`src/rtl/cmpq_pkg.sv`:
```
// Package: shared types and constants of the circular min-priority queue.
package cmpq_pkg;

    localparam int DEPTH_DEF = 8;
    localparam int VAL_W     = 32;
    localparam int PRIO_W    = 14;

    localparam logic [PRIO_W-1:0] PRIO_FREE = 14'd9999;
    localparam logic [PRIO_W-1:0] PRIO_MAX  = 14'd9998;

    localparam logic ACT_ENQ = 1'b0;
    localparam logic ACT_DEQ = 1'b1;

    typedef enum logic [1:0] {
        ST_OK    = 2'd0,
        ST_FULL  = 2'd1,
        ST_EMPTY = 2'd2
    } status_t;

    typedef struct packed {
        logic signed [VAL_W-1:0] value;
        logic [PRIO_W-1:0]       prio;
    } entry_t;

    typedef struct packed {
        logic   en;
        entry_t data;
    } wr_req_t;

endpackage

```
`src/rtl/cmpq_mem.sv`:
```
// Slot table: one write port, one read port with registered read data.
module cmpq_mem #(
    parameter int DEPTH = cmpq_pkg::DEPTH_DEF,
    parameter int IW    = $clog2(DEPTH)
) (
    input  logic             clk,
    input  cmpq_pkg::wr_req_t wr,
    input  logic [IW-1:0]    waddr,
    input  logic [IW-1:0]    raddr,
    output cmpq_pkg::entry_t rdata
);

    cmpq_pkg::entry_t mem [DEPTH];

    always_ff @(posedge clk)
    begin
        if (wr.en)
        begin
            mem[waddr] <= wr.data;
        end
    end

    always_ff @(posedge clk)
    begin
        rdata <= mem[raddr];
    end

endmodule

```
`src/rtl/circular_min_priority_queue.sv`:
```
// Top level: circular min-priority queue with a sequential minimum scan over the slot table.
//
//  channel   signals                                      direction
//  request   in_valid, in_stall, action, item_value,      in (in_stall out)
//            item_priority
//  result    out_valid, out_stall, status, out_value,     out (out_stall in)
//            out_priority
//
// Enqueue and empty dequeue pass S_EXEC and S_DONE on the way to the result register.
// Dequeue of the last entry passes S_EXEC, S_HEAD and S_DONE. Other dequeues add S_SCAN
// before S_HEAD, one slot per cycle through the table's single read port.
// The next request can be taken in the cycle after the result register loads.
// Reset empties the queue at once; slot contents are masked by the pointers.
// One request at a time; a new one is accepted while a result waits on out_stall.
module circular_min_priority_queue #(
    parameter int DEPTH = cmpq_pkg::DEPTH_DEF
) (
    input  logic                                 clk,
    input  logic                                 rst_n,
    input  logic                                 in_valid,
    output logic                                 in_stall,
    input  logic                                 action,
    input  logic signed [cmpq_pkg::VAL_W-1:0]    item_value,
    input  logic [cmpq_pkg::PRIO_W-1:0]          item_priority,
    output logic                                 out_valid,
    input  logic                                 out_stall,
    output logic [1:0]                           status,
    output logic signed [cmpq_pkg::VAL_W-1:0]    out_value,
    output logic [cmpq_pkg::PRIO_W-1:0]          out_priority
);

    localparam int IW = $clog2(DEPTH);
    localparam logic [IW-1:0] LAST = IW'(DEPTH - 1);

    typedef enum logic [4:0] {
        S_IDLE = 5'b00001,
        S_EXEC = 5'b00010,
        S_SCAN = 5'b00100,
        S_HEAD = 5'b01000,
        S_DONE = 5'b10000
    } state_t;

    state_t state_reg, state_next;
    logic act_reg, act_next;
    cmpq_pkg::entry_t req_reg, req_next;
    logic [IW-1:0] head_reg, head_next;
    logic [IW-1:0] tail_reg, tail_next;
    logic empty_reg, empty_next;
    logic [IW-1:0] rd_idx_reg, rd_idx_next;
    logic [IW-1:0] best_idx_reg, best_idx_next;
    cmpq_pkg::entry_t best_reg, best_next;
    cmpq_pkg::status_t res_status_reg, res_status_next;
    cmpq_pkg::entry_t res_reg, res_next;
    logic out_valid_reg, out_valid_next;
    cmpq_pkg::status_t out_status_reg, out_status_next;
    cmpq_pkg::entry_t out_reg, out_next;

    cmpq_pkg::wr_req_t wr;
    logic [IW-1:0] waddr;
    logic [IW-1:0] raddr;
    cmpq_pkg::entry_t rdata;
    logic [cmpq_pkg::PRIO_W-1:0] eff_prio;

    function automatic logic [IW-1:0] next_slot(input logic [IW-1:0] i);
        next_slot = (i == LAST) ? '0 : i + 1'b1;
    endfunction

    function automatic logic occupied(input logic [IW-1:0] i, input logic [IW-1:0] h,
                                      input logic [IW-1:0] t);
        if (h <= t)
            occupied = (i >= h) && (i <= t);
        else
            occupied = (i >= h) || (i <= t);
    endfunction

    cmpq_mem #(
        .DEPTH (DEPTH),
        .IW    (IW)
    ) u_mem (
        .clk   (clk),
        .wr    (wr),
        .waddr (waddr),
        .raddr (raddr),
        .rdata (rdata)
    );

    assign eff_prio = occupied(rd_idx_reg, head_reg, tail_reg) ? rdata.prio
                                                               : cmpq_pkg::PRIO_FREE;

    always_comb
    begin
        state_next      = state_reg;
        act_next        = act_reg;
        req_next        = req_reg;
        head_next       = head_reg;
        tail_next       = tail_reg;
        empty_next      = empty_reg;
        rd_idx_next     = rd_idx_reg;
        best_idx_next   = best_idx_reg;
        best_next       = best_reg;
        res_status_next = res_status_reg;
        res_next        = res_reg;
        out_valid_next  = out_valid_reg;
        out_status_next = out_status_reg;
        out_next        = out_reg;
        wr              = '0;
        waddr           = '0;
        raddr           = '0;

        if (out_valid_reg && !out_stall)
        begin
            out_valid_next = 1'b0;
        end

        case (state_reg)
            S_IDLE:
            begin
                if (in_valid)
                begin
                    act_next      = action;
                    req_next.value = item_value;
                    req_next.prio = (item_priority > cmpq_pkg::PRIO_MAX) ? cmpq_pkg::PRIO_MAX
                                                                         : item_priority;
                    state_next    = S_EXEC;
                end
            end
            S_EXEC:
            begin
                res_status_next = cmpq_pkg::ST_OK;
                res_next.value  = '0;
                res_next.prio   = cmpq_pkg::PRIO_FREE;
                state_next      = S_DONE;
                if (act_reg == cmpq_pkg::ACT_ENQ)
                begin
                    if (empty_reg)
                    begin
                        wr.en      = 1'b1;
                        wr.data    = req_reg;
                        waddr      = '0;
                        head_next  = '0;
                        tail_next  = '0;
                        empty_next = 1'b0;
                    end
                    else if (next_slot(tail_reg) == head_reg)
                    begin
                        res_status_next = cmpq_pkg::ST_FULL;
                    end
                    else
                    begin
                        wr.en     = 1'b1;
                        wr.data   = req_reg;
                        waddr     = next_slot(tail_reg);
                        tail_next = next_slot(tail_reg);
                    end
                end
                else
                begin
                    if (empty_reg)
                    begin
                        res_status_next = cmpq_pkg::ST_EMPTY;
                    end
                    else if (head_reg == tail_reg)
                    begin
                        raddr      = head_reg;
                        state_next = S_HEAD;
                    end
                    else
                    begin
                        raddr       = '0;
                        rd_idx_next = '0;
                        state_next  = S_SCAN;
                    end
                end
            end
            S_SCAN:
            begin
                if (rd_idx_reg == '0 || eff_prio < best_reg.prio)
                begin
                    best_idx_next  = rd_idx_reg;
                    best_next.value = rdata.value;
                    best_next.prio = eff_prio;
                end
                if (rd_idx_reg == LAST)
                begin
                    raddr      = head_reg;
                    state_next = S_HEAD;
                end
                else
                begin
                    raddr       = rd_idx_reg + 1'b1;
                    rd_idx_next = rd_idx_reg + 1'b1;
                end
            end
            S_HEAD:
            begin
                state_next = S_DONE;
                if (head_reg == tail_reg)
                begin
                    res_next   = rdata;
                    head_next  = '0;
                    tail_next  = '0;
                    empty_next = 1'b1;
                end
                else
                begin
                    res_next  = best_reg;
                    wr.en     = 1'b1;
                    wr.data   = rdata;
                    waddr     = best_idx_reg;
                    head_next = next_slot(head_reg);
                end
            end
            S_DONE:
            begin
                if (!out_valid_reg || !out_stall)
                begin
                    out_valid_next  = 1'b1;
                    out_status_next = res_status_reg;
                    out_next        = res_reg;
                    state_next      = S_IDLE;
                end
            end
            default:
            begin
                state_next = S_IDLE;
            end
        endcase
    end

    always_ff @(posedge clk or negedge rst_n)
    begin
        if (!rst_n)
        begin
            state_reg     <= S_IDLE;
            head_reg      <= '0;
            tail_reg      <= '0;
            empty_reg     <= 1'b1;
            out_valid_reg <= 1'b0;
        end
        else
        begin
            state_reg     <= state_next;
            head_reg      <= head_next;
            tail_reg      <= tail_next;
            empty_reg     <= empty_next;
            out_valid_reg <= out_valid_next;
        end
    end

    always_ff @(posedge clk)
    begin
        act_reg        <= act_next;
        req_reg        <= req_next;
        rd_idx_reg     <= rd_idx_next;
        best_idx_reg   <= best_idx_next;
        best_reg       <= best_next;
        res_status_reg <= res_status_next;
        res_reg        <= res_next;
        out_status_reg <= out_status_next;
        out_reg        <= out_next;
    end

    assign in_stall     = (state_reg != S_IDLE);
    assign out_valid    = out_valid_reg;
    assign status       = out_status_reg;
    assign out_value    = out_reg.value;
    assign out_priority = out_reg.prio;

endmodule

```
`config.mk`:
```
export PLATFORM = sky130hd
export DESIGN_NAME = circular_min_priority_queue
export DESIGN_NICKNAME = d
export VERILOG_FILES = /design/src/rtl/cmpq_pkg.sv /design/src/rtl/cmpq_mem.sv /design/src/rtl/circular_min_priority_queue.sv
export SDC_FILE = /design/constraint.sdc
export NUM_CORES = 1
export LEC_CHECK = 0
export ABC_AREA = 1
export BUFFER_PORTS_ARGS = -buffer_cell sky130_fd_sc_hd__buf_2
export CAP_MARGIN = 20
export CORE_MARGIN = 2
export CORE_UTILIZATION = 30
export CTS_CLUSTER_SIZE = 30
export DETAILED_ROUTE_END_ITERATION = 8
export PLACE_DENSITY = 0.43
export SYNTH_ARGS = -nofsm -noshare
export SYNTH_HDL_FRONTEND = slang
export SYNTH_SLANG_ARGS = --single-unit
```
`constraint.sdc`:
```
create_clock -name clk -period 6.1 [get_ports clk]
set_input_delay 0.305 -clock clk [delete_from_list [all_inputs] [get_ports clk]]
set_output_delay 0.305 -clock clk [all_outputs]
set_load 0.01 [all_outputs]
```
==> key figures <==
Route
  – Via count of the routed design: 14,407
  – Post-route DRC violation count: 0
  – DRT iter0 DRCs: 852
  – Vias per cell: 4.569
  – Final wirelength: between 60,000 and 70,000 µm
  – Avg WL per Cell: 19.24 µm
  – Routed Antenna Nets: 0
  – TritonRoute pass-1 iters: 5

Logic synthesis
  – Post-Syn Nets: 1,964
  – Yosys top cell area share: between 70% and 80%
  – Synth area leaders: edfxtp_1 (70%), nand2_1 (5.0%), nor2_1 (4.2%), dfxtp_1 (3.8%), o21ai_0 (3.0%)
  – Seq/Total Area, Yosys: 75.53%
  – Syn. warnings: 0
  – Post-synthesis average cell area: 12.76 µm²
  – Post-synth top area cell: edfxtp_1
  – Main synth FF type: edfxtp_1
  – Synth unique cells: 41
  – Syn Std Cell Area: 24,040 µm²
  – Top-count cell post-synth: edfxtp_1
  – EDFF count, synth: 563
  – Commonest cells post-synth: edfxtp_1 (563), nand2_1 (320), nor2_1 (267)
  – Flops & latches, synth: 622
  – Post-synthesis instance total: 1,884
  – Fraction of registers with async set/reset: 2.090%

Power and ir drop
  – NetSw: 2.702 mW
  – Seq pwr share: 49.8%
  – Int Pwr: 7.864 mW
  – Switching Share: 25.57%
  – Worst ir drop on vdd: 0.2022 mV
  – Comb pwr share: a little under an eighth
  – Lkg Pwr: just over 10 nW
  – Power per standard cell area: 371.3 nW/µm²
  – Clock power share: 38.4%

Run
  – Max-cap violations: 0

STA
  – Final setup violation count: 0
  – Fmax: 242.3 MHz
  – Fin. max-slew vios: 0
  – Slew HR: 24.04%
  – Minimum clock period: around 4.1 ns
  – Worst-Margin Slew: 1.127 ns
  – Final worst-path cycle share: 67.65%
  – Final Hold Vio Count: 0
  – Setup TNS: 0 ns
  – RSZ-0062 raised after global routing: false
  – Layout Skew: 0.01460 ns

Global route
  – Number of global-route vias before repair: 14,471
  – First-pass GRT wire length: 91,380 µm
  – Global route overflow: 0
  – Global Route Usage Sum: ~15%
  – Largest net degree at the start of global routing: 140
  – Antenna violations before repair: 2

Clock tree
  – Clk sinks: 622
  – TritonCTS Buffers: 69
  – TritonCTS clock tree: done
  – H-Tree Depth: 3
  – Clock transition at path regs: approximately 0.060 ns
  – Clock Tree Buf Depth: 3
  – Clk Latency, worst-skew pair: 0.61 ns
  – Root Buffer Master: clkbuf_16

Cells and area
  – Nets: 2,127
  – Fill cells: just under 8,000
  – Final std cells w/o fill: 3,153
  – Layout Utilization: 35.97%
  – # diodes: 0
  – Most flops, register: u_mem.mem
  – Max reg flops: 368
  – Area growth, synth to finish: 18.39%
  – Share of cells above drive strength 1: 12.79%

Placement
  – Gp weighted congestion: 0.8223
  – Dpl cells: 2,979
  – DP HPWL: 33,760 µm
  – IO Port Bufs: 100

Die
  – Core footprint: a little under 80,000 µm²
  – Chip Height: 287.1 µm
  – Rows: 103
  – Total Die Area: slightly above 80,000 µm²
  – IO Pins: 101
  – Die width: 287.1 µm
  – Initial Util: 30.38%

Critical path
  – CP Capture Type: register
  – Flop2flop setup slack: a little under 2 ns
  – Max FO, Critical Path: 46
  – Critical path class: register to register
  – Crit path arrival time: ~4.4 ns
  – Worst EP required: about 6.3 ns
  – Startpoint types: register

Worst hold path
  – Hold Path Class: input port to register

Outcome
  – Outcome: finished, final reports clean
[cell type report]
class | instances | area (µm²) | share of cell area (%)
Inverter | 116 | 437.9 | 1.539
Timing Repair Buffer | 180 | 1231 | 4.326
Clock buffer | 97 | 1904 | 6.691
Tap cell | 1050 | 1314 | 4.616
Clock inverter | 30 | 282.8 | 0.9936
Multi-Input combinational cell | 1058 | 5135 | 18.04
Sequential cell | 622 | 18150 | 63.79
[per-layer routing]
layer,track usage (%),wire [µm],vias up
met3,2.579,2555,82
met4,3.451,1057,0
met5,0,0,-
met1,21.09,29700,7091
li1,-,-,6934
met2,23.19,27340,300
[critical path: stages, from the launching register on]
cell and delay, ns:
dfrtp_1 0.44, ha_1 0.23, ha_1 0.32, o221ai_1 0.12, a21oi_1 0.13, inv_1 0.09, a32oi_1 0.89, o21ai_0 0.54
clkbuf_2 0.28, nor2_4 0.08, buf_4 0.60
[power by group through the flow]
| stage | clock [mW] | combinational, mW | sequential (mW) |
|---|---|---|---|
| after CTS | 4.20 | 1.26 | 5.27 |
| after global placement | 0 | 1.21 | 5.35 |
| after floorplan | 0 | 0.769 | 5.32 |
| final | 4.06 | 1.24 | 5.26 |
| after global routing | 4.34 | 1.42 | 5.29 |
| after detailed placement | 0 | 1.24 | 5.35 |
[path summary, 6_finish.rpt]
check	from	end	cells past startpoint
setup / recovery	tail_reg[0]	u_mem.mem[4][26]	10
hold / removal	item_priority[7]	req_reg[7]	3
setup reg to reg	tail_reg[0]	u_mem.mem[4][26]	10
hold reg to reg	res_reg[33]	out_value[19]	0
max in group asynchronous	rst_n	state_reg[0]	2
min in group asynchronous	rst_n	head_reg[1]	2
[cells by family (layout without fill, tap and decap cells)]
family / Yosys count / after routing / share of synthesized area [%]
flops: 622 / 622 / 75.53
compound gates: 357 / 357 / 7.953
buf+inv: 204 / 423 / 3.633
fa+ha+maj: 29 / 29 / 1.509
simple gates: 672 / 672 / 11.38
[through the flow]
step	area, µm²	worst slack [ns]	hold slack, ns	power (mW)
5_1_grt	28460	1.658	0.03926	11.05
6_report	28460	1.973	0.04496	10.57
2_1_floorplan	24040	0.8849	0.009409	6.089
3_5_place_dp	25810	1.820	0.2309	6.585
3_3_place_gp	25810	1.886	0.2236	6.559
4_1_cts	28430	1.814	0.009001	10.73
[placed cells by master, fill, tap and decap left out, types with 3 or more instances in the layout]
cell,netlist,layout
or2_0,38,38
inv_2,7,7
clkbuf_8,0,3
o21ai_1,129,129
inv_6,0,5
or2_1,8,8
nand4_1,6,6
clkbuf_4,0,3
bufinv_16,0,5
nand2_1,320,319
clkinv_2,0,11
clkbuf_16,0,71
ha_1,29,29
a21oi_1,15,13
nor3_1,5,5
or2_2,3,3
clkbuf_1,36,23
nand3_2,3,3
o21ai_0,142,142
dfrtp_1,11,11
nor2_1,267,258
nand3_1,13,13
buf_2,35,100
inv_1,108,107
clkinv_1,1,10
dfxtp_1,46,46
a22oi_1,6,6
nor2_4,1,11
buf_4,5,31
o22ai_1,54,53
edfxtp_1,563,563
dlygate4sd3_1,0,43
[repair_timing]
action | CTS | global route
hold endpoints to repair | 56 | 0
buffers inserted | 0 | 0
hold buffers | 43 | 0
gates resized for setup | 0 | 0
Note: power is estimated with default switching activity, not from simulation.
